===== config.mk =====
export PLATFORM = sky130hd
export DESIGN_NAME = tdc_qdc_readout_unpacker_top
export DESIGN_NICKNAME = d
export VERILOG_FILES = /design/src/tqru_pkg.sv /design/src/tqru_parser.sv /design/src/tdc_qdc_readout_unpacker_top.sv
export VERILOG_INCLUDE_DIRS = /design/src /design/src/src
export SDC_FILE = /design/constraint.sdc
export NUM_CORES = 1
export LEC_CHECK = 0
export BUFFER_PORTS_ARGS = -buffer_cell sky130_fd_sc_hd__buf_2
export CAP_MARGIN = 20
export CORE_MARGIN = 10
export CORE_UTILIZATION = 50
export DETAILED_ROUTE_END_ITERATION = 8
export GPL_ROUTABILITY_DRIVEN = 0
export PLACE_DENSITY = 0.85
export SYNTH_ARGS = -nofsm -noshare
export SYNTH_HDL_FRONTEND = slang
export SYNTH_SLANG_ARGS = --single-unit

===== constraint.sdc =====
create_clock -name clk -period 4.4 [get_ports clk]
set_input_delay 0.88 -clock clk [delete_from_list [all_inputs] [get_ports clk]]
set_output_delay 0.88 -clock clk [all_outputs]
set_load 0.02 [all_outputs]

===== src/tdc_qdc_readout_unpacker_top_assert.svh =====
// Assertion macros used by the readout unpacker parser RTL.
`ifndef TDC_QDC_READOUT_UNPACKER_TOP_ASSERT_SVH
`define TDC_QDC_READOUT_UNPACKER_TOP_ASSERT_SVH

// Property that must hold at every clock edge out of reset.
`define TQRU_CHECK(label, prop, msg) \
  label: assert property (@(posedge clk) disable iff (rst) (prop)) else $error(msg);

// Antecedent in this cycle implies consequent in the next cycle.
`define TQRU_NEXT(label, ante, cons, msg) \
  label: assert property (@(posedge clk) disable iff (rst) (ante) |=> (cons)) else $error(msg);

`endif


===== src/tqru_pkg.sv =====
// Package for the readout unpacker: phase codes, hit type and field constants.
package tqru_pkg;

  // Parser phase, one-hot
  typedef enum logic [2:0] {
    PH_HEADER = 3'b001,
    PH_TIMING = 3'b010,
    PH_CHARGE = 3'b100
  } phase_t;

  localparam int unsigned CountW = 9;
  localparam logic [5:0]  ClockMax = 6'd63;
  localparam logic [11:0] TimeMax  = 12'd4095;

  // One decoded hit
  typedef struct packed {
    logic [3:0]  module_id;
    logic [3:0]  cable_id;
    logic [4:0]  tac_address;
    logic [4:0]  tac_channel;
    logic [3:0]  calibration;
    logic [5:0]  clock_count;
    logic [11:0] tac_time;
    logic [11:0] qdc_charge;
    logic        last_in_block;
  } hit_t;

  // Parser status toward the output stage
  typedef struct packed {
    logic hit_valid;      // accepted word completes a pair
    logic expect_charge;  // next word would produce a hit
  } parse_status_t;

endpackage


===== src/tqru_parser.sv =====
// Word parser: header/timing/charge phase tracking and hit field decode.
`include "tdc_qdc_readout_unpacker_top_assert.svh"

module tqru_parser (
  input  logic                  clk,
  input  logic                  rst,
  input  logic                  in_fire,
  input  logic [31:0]           data_word,
  input  logic                  last_of_buffer,
  output tqru_pkg::parse_status_t status,
  output tqru_pkg::hit_t        hit
);

  tqru_pkg::phase_t phase, phase_next;
  logic [tqru_pkg::CountW-1:0] pairs_left, pairs_left_next;
  logic [tqru_pkg::CountW-1:0] pairs_dec;
  logic [tqru_pkg::CountW:0]   pairs_round;
  logic [3:0]  block_module, block_module_next;
  logic [3:0]  block_cable, block_cable_next;
  logic [31:0] held_word;

  assign pairs_dec   = pairs_left - 1'b1;
  assign pairs_round = {1'b0, data_word[tqru_pkg::CountW-1:0]} + 1'b1;

  // Next state for one accepted word
  always_comb begin
    phase_next        = phase;
    pairs_left_next   = pairs_left;
    block_module_next = block_module;
    block_cable_next  = block_cable;
    case (phase)
      tqru_pkg::PH_TIMING: begin
        phase_next = tqru_pkg::PH_CHARGE;
      end
      tqru_pkg::PH_CHARGE: begin
        pairs_left_next = pairs_dec;
        phase_next = (pairs_dec == '0) ? tqru_pkg::PH_HEADER : tqru_pkg::PH_TIMING;
      end
      default: begin
        block_module_next = data_word[31:28];
        block_cable_next  = data_word[27:24];
        // ceil(count / 2)
        pairs_left_next   = pairs_round[tqru_pkg::CountW:1];
        phase_next = (pairs_round[tqru_pkg::CountW:1] == '0) ?
                     tqru_pkg::PH_HEADER : tqru_pkg::PH_TIMING;
      end
    endcase
    // buffer end drops any open block
    if (last_of_buffer) begin
      phase_next      = tqru_pkg::PH_HEADER;
      pairs_left_next = '0;
    end
  end

  // State registers
  always_ff @(posedge clk) begin
    if (rst) begin
      phase        <= tqru_pkg::PH_HEADER;
      pairs_left   <= '0;
      block_module <= '0;
      block_cable  <= '0;
    end else if (in_fire) begin
      phase        <= phase_next;
      pairs_left   <= pairs_left_next;
      block_module <= block_module_next;
      block_cable  <= block_cable_next;
    end
  end

  // Held timing word, payload only
  always_ff @(posedge clk) begin
    if (in_fire && phase == tqru_pkg::PH_TIMING) begin
      held_word <= data_word;
    end
  end

  assign status.expect_charge = (phase == tqru_pkg::PH_CHARGE);
  assign status.hit_valid     = in_fire && (phase == tqru_pkg::PH_CHARGE);

  // Hit decode from held timing word and current charge word
  assign hit.module_id     = block_module;
  assign hit.cable_id      = block_cable;
  assign hit.tac_address   = held_word[31:27];
  assign hit.tac_channel   = held_word[26:22];
  assign hit.calibration   = held_word[21:18];
  assign hit.clock_count   = tqru_pkg::ClockMax - held_word[17:12];
  assign hit.tac_time      = tqru_pkg::TimeMax - held_word[11:0];
  assign hit.qdc_charge    = data_word[11:0];
  assign hit.last_in_block = (pairs_dec == '0);

  `TQRU_CHECK(a_phase_onehot, $onehot(phase), "phase not one-hot")
  `TQRU_CHECK(a_header_no_pairs, (phase != tqru_pkg::PH_HEADER) || (pairs_left == '0),
              "pairs left while expecting header")
  `TQRU_CHECK(a_open_block_pairs, (phase == tqru_pkg::PH_HEADER) || (pairs_left != '0),
              "open block with no pairs left")
  `TQRU_NEXT(a_last_hit_closes, status.hit_valid && hit.last_in_block,
             phase == tqru_pkg::PH_HEADER, "last hit did not close block")

endmodule


===== src/tdc_qdc_readout_unpacker_top.sv =====
// Top level of the TDC/QDC readout word unpacker.
//
//  channel | direction | handshake            | payload
//  --------+-----------+----------------------+---------------------------------------
//  in      | input     | in_valid / in_ready  | data_word, last_of_buffer
//  out     | output    | out_valid / out_ready| module_id .. qdc_charge, last_in_block
//
// One word per cycle while in_ready is high; a hit enters the output register in the cycle
// after its charge word. Header and timing words are taken even while a hit waits in the
// output register; a charge word waits only when that register is full and not being drained.
// Reset (rst, synchronous) sets the parser to expect a header and empties the output.
// No clearing pass; the held timing word is written before it is read.

module tdc_qdc_readout_unpacker_top (
  input  logic        clk,
  input  logic        rst,
  input  logic        in_valid,
  output logic        in_ready,
  input  logic [31:0] data_word,
  input  logic        last_of_buffer,
  output logic        out_valid,
  input  logic        out_ready,
  output logic [3:0]  module_id,
  output logic [3:0]  cable_id,
  output logic [4:0]  tac_address,
  output logic [4:0]  tac_channel,
  output logic [3:0]  calibration,
  output logic [5:0]  clock_count,
  output logic [11:0] tac_time,
  output logic [11:0] qdc_charge,
  output logic        last_in_block
);

  tqru_pkg::parse_status_t status;
  tqru_pkg::hit_t          hit;
  tqru_pkg::hit_t          hit_q;
  logic                    in_fire;

  // Only a charge word needs room in the output register
  assign in_ready = !status.expect_charge || !out_valid || out_ready;
  assign in_fire  = in_valid && in_ready;

  tqru_parser u_parser (
    .clk            (clk),
    .rst            (rst),
    .in_fire        (in_fire),
    .data_word      (data_word),
    .last_of_buffer (last_of_buffer),
    .status         (status),
    .hit            (hit)
  );

  // Output valid
  always_ff @(posedge clk) begin
    if (rst) begin
      out_valid <= 1'b0;
    end else if (status.hit_valid) begin
      out_valid <= 1'b1;
    end else if (out_ready) begin
      out_valid <= 1'b0;
    end
  end

  // Output payload
  always_ff @(posedge clk) begin
    if (status.hit_valid) begin
      hit_q <= hit;
    end
  end

  assign module_id     = hit_q.module_id;
  assign cable_id      = hit_q.cable_id;
  assign tac_address   = hit_q.tac_address;
  assign tac_channel   = hit_q.tac_channel;
  assign calibration   = hit_q.calibration;
  assign clock_count   = hit_q.clock_count;
  assign tac_time      = hit_q.tac_time;
  assign qdc_charge    = hit_q.qdc_charge;
  assign last_in_block = hit_q.last_in_block;

endmodule

Word-level counts from Yosys, hierarchy flattened
Cells that the tools add are included.
{"block": "classes", "n_addsub": 4, "n_eq_ne": 3, "muxes": 8, "bitwise_logic": 1, "n_reduce_logical": 13}
{"op": "$logic_not 9->1", "count": 2}
{"op": "$pmux 9 s2", "count": 1}
{"op": "$sub 12x12->12 const A", "count": 1}
{"op": "$add 9x1->10 const B", "count": 1}
{"op": "$mux 9", "count": 1}
{"op": "$sub 9x1->9 const B", "count": 1}
{"op": "$pmux 3 s2", "count": 1}
{"op": "$sub 6x6->6 const A", "count": 1}
{"op": "$mux 2", "count": 2}
{"op": "$reduce_and 2->1", "count": 2}
{"op": "$eq 3x2->1 const B", "count": 1}
{"op": "$eq 3x3->1 const B", "count": 1}
{"op": "$logic_and 1x1->1", "count": 3}
{"op": "$mux 3", "count": 1}
{"op": "$logic_not 1->1", "count": 2}
{"op": "$logic_or 1x1->1", "count": 2}
{"op": "$mux 1", "count": 2}
{"op": "$ne 2x2->1 const B", "count": 1}
{"op": "$reduce_bool 2->1", "count": 1}
{"op": "$reduce_or 2->1", "count": 1}
{"op": "$not 1->1", "count": 1}
{"block": "word_totals", "reg_bits": 106, "input_bits": 37, "out_inout_bits": 55, "word_cells": 44}

Logic depth before layout (Yosys ltp)
Gate-level depths: netlist (run 1).
{"block": "logic_depth", "ltp_word": 7, "depth_mapped": 8, "depth_no_buf": 8}

Hierarchy
A second synthesis (run 1) with hierarchy kept.
{"block": "hier_totals", "hier_cells": 289, "hier_area_um2": 4093.9}
{"mod": "tqru_parser", "n_inst": 1, "cells_each": 230, "area_each_um2": 2441.1, "seq_area_each_um2": 1361.3}
{"mod": "tdc_qdc_readout_unpacker_top", "n_inst": 1, "cells_each": 59, "area_each_um2": 1652.8, "seq_area_each_um2": 1611.5}

Least setup slack after synthesis (run 1)
OpenSTA, ideal clock, no wires.
{"block": "synth_timing", "path_type": "input-to-reg", "startpoint": "input port out_ready", "endpoint": "register hit_q, in the netlist cable_id[0] (enable)", "setup_time_ns": 0.464, "t_arrival_ns": 3.291, "required_ns": 3.936, "setup_slack_ns": 0.645, "cell_stages": 3, "path_buffers": 0, "path_cell_list": "nand2b_1 > o21ai_2 > nor2_1"}
{"element": "start, declared", "line_no": "tdc_qdc_readout_unpacker_top.sv:22", "rtl": "input logic out_ready,"}
{"element": "end signal, assigned", "line_no": "tdc_qdc_readout_unpacker_top.sv:67", "rtl": "hit_q <= hit;"}
{"element": "end, declared", "line_no": "tdc_qdc_readout_unpacker_top.sv:36", "rtl": "tqru_pkg::hit_t hit_q;"}

Worst setup path in the final report (run 1)
{"block": "layout_timing", "startpoint": "register u_parser.phase[2]", "endpoint": "output port in_ready"}
{"block": "layout_via", "elab_chain_cells": 4}
{"element": "start, declared", "line_no": "tqru_parser.sv:14", "rtl": "tqru_pkg::phase_t phase, phase_next;"}
{"element": "start signal, assigned", "line_no": "tqru_parser.sv:58", "rtl": "phase <= tqru_pkg::PH_HEADER;"}
{"element": "start signal, assigned", "line_no": "tqru_parser.sv:63", "rtl": "phase <= phase_next;"}
{"element": "$eq 3x3->1", "line_no": "tqru_parser.sv:77", "rtl": "assign status.expect_charge = (phase == tqru_pkg::PH_CHARGE);"}
{"element": "$logic_not 1->1", "line_no": "tdc_qdc_readout_unpacker_top.sv:40", "rtl": "assign in_ready = !status.expect_charge || !out_valid || out_ready;"}
{"element": "$logic_or 1x1->1 (2 in a row)", "line_no": "tdc_qdc_readout_unpacker_top.sv:40"}
{"element": "end, declared", "line_no": "tdc_qdc_readout_unpacker_top.sv:18", "rtl": "output logic in_ready,"}
Every way passes these cells.

==> results of run 1 <==
[cells in the final DEF, fill, tap and decap left out, types with 4 or more instances in the layout]
master,synthesis,layout
mux2i_1,9,9
nand3_1,5,5
xnor2_1,7,7
o21ai_0,11,11
a21oi_1,5,5
buf_2,1,91
nor3_1,4,4
nand2_1,19,19
o21ai_1,6,6
nand2b_1,4,4
edfxtp_1,85,85
dfxtp_1,21,21
nor2b_1,5,5
clkbuf_8,0,9
nor2_1,29,28
a22o_1,5,5
inv_1,22,22
[per-stage QoR]
| stage | hold slack, ps | instance area (um^2) | total power, mW | cells | setup WS (ps) |
|---|---|---|---|---|---|
| after floorplan | 400 | 3970 | 1.19 | 278 | 645 |
| after global placement | 400 | 4550 | 1.23 | 469 | 1920 |
| after detailed placement | 405 | 4550 | 1.24 | 469 | 1840 |
| after CTS | 419 | 4770 | 1.88 | 485 | 1470 |
| after global routing | 444 | 4770 | 1.93 | 485 | 1280 |
| final | 417 | 4770 | 1.86 | 485 | 1470 |
[cells by family after synthesis]
kind of cell,after synthesis,synth area share
and+or+nand+nor,81,0.0977
muxes,9,0.0227
adders and majority gates,3,0.00946
buffers and inverters,27,0.0296
AOI/OAI and AO/OA,43,0.0719
DFF,106,0.749
xor gates and xnor gates,9,0.0199
[area by class of cell]
cell class                      instances  area (um^2)  share of cell area
Multi-Input combinational cell        145          887               0.186
Clock buffer                            9          124              0.0260
Timing Repair Buffer                   94          478               0.100
Clock inverter                          7          100              0.0210
Sequential cell                       106         2970               0.623
Inverter                               22         82.6              0.0173
Tap cell                              102          128              0.0267
[power by group]
group / internal, mW / switching [mW] / leakage [nW]
combinational: 0.0443 / 0.0668 / 0.807
sequential: 1.09 / 0.0109 / 0.940
clock: 0.326 / 0.319 / 0.109
total: 1.46 / 0.397 / 1.86
[sequential cells by signal, summed over array words and instances, names as in the netlist]
register,count
u_parser.phase,3
u_parser.block_module,4
u_parser.block_cable,4
clock_count,6
calibration,4
tac_channel,5
cable_id,4
module_id,4
u_parser.pairs_left,9
out_valid,1
u_parser.held_word,32
last_in_block,1
tac_address,5
qdc_charge,12
tac_time,12
[cells in the mapped netlist (2+ instances only)]
cell,n,area [um^2]
o21ai_2,2,17.5
nor3_1,4,20.0
nand2b_1,4,25.0
dfxtp_1,21,420
xor2_1,2,17.5
edfxtp_1,85,2550
mux2i_1,9,90.1
a22o_1,5,43.8
a21oi_1,5,25.0
nor4_1,3,18.8
nand2_1,19,71.3
or3_1,2,12.5
ha_1,3,37.5
nor2b_1,5,31.3
nor3b_1,2,15.0
o211ai_1,2,15.0
xnor2_1,7,61.3
o22ai_1,2,12.5
nor2_1,29,109
o21ai_0,11,55.1
clkbuf_1,2,7.51
inv_1,22,82.6
buf_6,2,22.5
o21ai_1,6,30.0
nand3_1,5,25.0
[path summary, 6_finish.rpt]
kind                            slack [ps]                   start  depth (start not counted)        endpoint
worst max register to register        2090       u_parser.phase[0]                          4  tac_channel[1]
worst min-delay path                   420  u_parser.held_word[31]                          0  tac_address[4]
worst max-delay path                  1470       u_parser.phase[2]                          4        in_ready
worst min register to register         420  u_parser.held_word[31]                          0  tac_address[4]
[per-layer routing]
metal / GRT usage / vias to the layer above / wire (um)
met2: 0.230 / 123 / 4160
met4: 0.0706 / 0 / 179
li1: - / 1205 / -
met3: 0.0472 / 18 / 831
met5: 0 / - / 0
met1: 0.155 / 1169 / 3100
==> impl_metrics.yaml, run 1 <==
cts:
  insertion_delay_ps: 360
  cts_tree: "yes"
  postCtsSetupRepairBufs: 0
  cts_max_path_buffers: 2
  htreeDepth: 3
  clkSinkCount: 106
  numCtsBuffers: 9
  clockRootBuffer: "clkbuf_8"
  postCtsResizedCells: 0
  holdBufCountCts: 0
  path_clk_slew_ps: 100
synthesis:
  synth_ff_type: "edfxtp_1"
  synth_edf_count: 85
  netlist-cell-type-count: 44
  yosysWarningCount: 0
  synth_seq_cells: 106
  syn_inst: 278
  syn_avg_cell_area_um2: 14.3
  syn_area_um2: 3970
  synth_seq_area_share: 0.749
  async_flop_share: 0
  synth_nets: 318
worst_setup_path:
  cp_max_fo: 15
  crit_buf_inv: 1
  max_stage_delay_ps: 740
  path_cells: "or2b_1 -> nor2_1 -> nand2_1 -> buf_2"
  critPathSlowestCell: "nor2_1"
  startpoint_type: "flip-flop"
  cp-end-kind: "output port"
  worstPathArrival_ps: 2050
  critPathRequiredTime_ps: 3520
  crit_type: "flip-flop to output port"
  critPathTopFamily: "simple AND/OR/NAND/NOR gates"
floorplanning:
  die_area_um2: 11900
  start_util: 0.514
  placementRows: 32
  fp.dieW_um: 109
  coreArea_um2: 7730
  ioPinCount: 92
  die_h_um: 109
placed_design:
  io_buffers: 91
  dp_hpwl_mm: 6.05
sta:
  rsz0062_at_grt: "false"
  fin_skew_ps: 8.20
  worst_slew_pin_slew_ps: 960
  setup_violations: 0
  slew_headroom: 0.358
  tns_ps: 0
  clock.fmax_ghz: 0.342
  finalHoldViolCount: 0
  period_share: 0.665
  maxSlewViolCount: 0
  finalCriticalPeriod_ps: 2930
min_path:
  hold_class: "flip-flop to flip-flop"
final_layout:
  fillers: 556
  layout.nets: 418
  utilization: 0.618
  insertedDiodeCount: 0
  drive_above_1_share: 0.300
  area_delta_synth_final_pct: 20.2
drt:
  wl_per_cell_um: 17.1
  antenna_left: 0
  via_per_inst: 5.19
  drtPass1Iterations: 5
  routed_wl_mm: 8.27
  vias: 2515
  drcViolationCount: 0
  drt_iter0_drc: 251
global_route:
  grt_pass1_vias: 2499
  grt_pass1_wl_mm: 12.7
  grt_overflow_total: 0
  gr-usage-all-layers: 0.138
  antenna_found_initial: 0
  grt_max_degree: 33
power:
  power.density_nw_per_um2: 390
  p_leak_nw: 1.86
  ir_worst_vdd_mv: 0.143
flow_run:
  maxCapViolCount: 0
outcome:
  outcome: "finished, final reports clean"
Note: power is estimated with default switching activity, not from simulation.
==> run 2: changes to the inputs <==
clock period = 2.9 ns   (was 4.4 ns; I/O delays follow)
==> run 2 against run 1 <==
  * Sequential share of layout area is essentially flat
  * Register-to-register slack lost 1300 ps
  * Sequential power grew 52%
  * Critical endpoint is now u_parser.pairs_left[5]
  * Via count shrank 1.4%
  * Total power grew 49%
  * Wire length shrank 1.3%
  * Global-route usage shrank 0.10 points
  * Cell count is the same
  * Die area is the same
  * Flip-flop and latch count is the same
  * Cell area is essentially flat
  * Non-clock buffer count is the same
==> impl_metrics.yaml, run 2 (synthesis results as in run 1) <==
final_layout:
  fillers: 601
  layout.nets: 418
  top_register: "u_parser.held_word"
  drive_above_1_share: 0.303
  fin_area_um2: 4770
  final_common_cell: "buf_2"
  insertedDiodeCount: 0
  largest_register_ffs: 32
  utilization: 0.617
  layout_common_cells: "buf_2, edfxtp_1, nor2_1"
  area_delta_synth_final_pct: 20.1
outcome:
  outcome: "finished, final reports clean"
drt:
  drcViolationCount: 0
  drt_iter0_drc: 187
  routed_wl_mm: 8.16
  antenna_left: 0
  drtPass1Iterations: 4
  via_per_inst: 5.11
  vias: 2480
  wl_per_cell_um: 16.8
worst_setup_path:
  critPathRequiredTime_ps: 3160
  reg2reg_depth: 5
  cp_max_fo: 9
  crit_type: "flip-flop to flip-flop"
  startpoint_type: "flip-flop"
  worstPathArrival_ps: 2390
  cp-end-kind: "flip-flop"
floorplanning:
  fp.dieW_um: 109
  ioPinCount: 92
  start_util: 0.514
  die_h_um: 109
  placementRows: 32
  die_area_um2: 11900
  coreArea_um2: 7730
sta:
  setup_violations: 0
  period_share: 0.735
  clock.fmax_ghz: 0.469
  worst_slew_pin_slew_ps: 749
  rsz0062_at_grt: "false"
  finalHoldViolCount: 0
  finalCriticalPeriod_ps: 2130
  slew_headroom: 0.500
  maxSlewViolCount: 0
  fin_skew_ps: 11.3
  tns_ps: 0
power:
  ir_worst_vdd_mv: 0.266
  power.density_nw_per_um2: 579
  power_mw: 2.76
  p_leak_nw: 1.85
cts:
  postCtsResizedCells: 0
  numCtsBuffers: 9
  path_clk_slew_ps: 100
  clkSinkCount: 106
  cts_tree: "yes"
  insertion_delay_ps: 360
  clockRootBuffer: "clkbuf_8"
  htreeDepth: 3
  postCtsSetupRepairBufs: 0
  cts_max_path_buffers: 2
  holdBufCountCts: 0
global_route:
  grt_pass1_wl_mm: 12.7
  grt_max_degree: 54
  gr-usage-all-layers: 0.137
  grt_pass1_vias: 2486
  grt_overflow_total: 0
  antenna_found_initial: 0
min_path:
  hold_class: "input pin to flip-flop"
  worstHoldPathCells: 1
placed_design:
  io_buffers: 91
  dp_hpwl_mm: 6.02
  placed_area_um2: 4560
flow_run:
  maxCapViolCount: 0
[run 2: cell count changes in the layout (fill, tap and decap cells not counted)]
cell and delta:
buf_12 +1, buf_4 -1, bufinv_16 -1, clkbuf_8 +1
clkinv_1 -1, clkinv_2 +1, clkinv_4 -1, inv_6 +1
[run 2: worst paths after layout]
kind | end | slack [ps] | start
max | u_parser.pairs_left[5] | 770 | u_parser.phase[0]
min | u_parser.held_word[14] | 400 | data_word[14]
max reg2reg | u_parser.pairs_left[5] | 770 | u_parser.phase[0]
min reg2reg | tac_channel[0] | 430 | u_parser.held_word[22]
[run 2: critical path: stages, from the launching register on]
cell and delay, ps:
dfxtp_1 430, or3b_1 410, o21ai_2 190, o21bai_1 640, o21ai_1 150, a22o_1 210
[run 2: power breakdown]
group	internal (mW)	total (mW)	switching, mW	leakage [nW]
clock	0.434	0.923	0.490	0.105
combinational	0.0675	0.166	0.0987	0.809
sequential	1.66	1.67	0.0158	0.940
total	2.16	2.76	0.604	1.85
[run 2: through the flow]
stage | setup slack [ps] | cells | hold slack, ps
CTS | 796 | 485 | 380
floorplan | 236 | 278 | 400
detailed placement | 692 | 469 | 405
finish | 770 | 485 | 396
global placement | 740 | 469 | 401
global route | 522 | 485 | 375
[run 2: metal layers]
metal	vias to the layer above	global-route usage	routed length [um]
met5	-	0	0
met4	0	0.0584	114
met3	8	0.0413	741
met2	84	0.230	4090
met1	1184	0.161	3220
li1	1204	-	-
[run 2: final cells by class]
| cell class | count | area (um^2) | area share |
|---|---|---|---|
| multi-input cells | 145 | 887 | 0.186 |
| flip-flops and latches | 106 | 2970 | 0.623 |
| clock buffers | 10 | 138 | 0.0289 |
| inverters | 22 | 82.6 | 0.0173 |
| well taps | 102 | 128 | 0.0268 |
| repair buffers | 94 | 490 | 0.103 |
| clock inverters | 6 | 71.3 | 0.0150 |
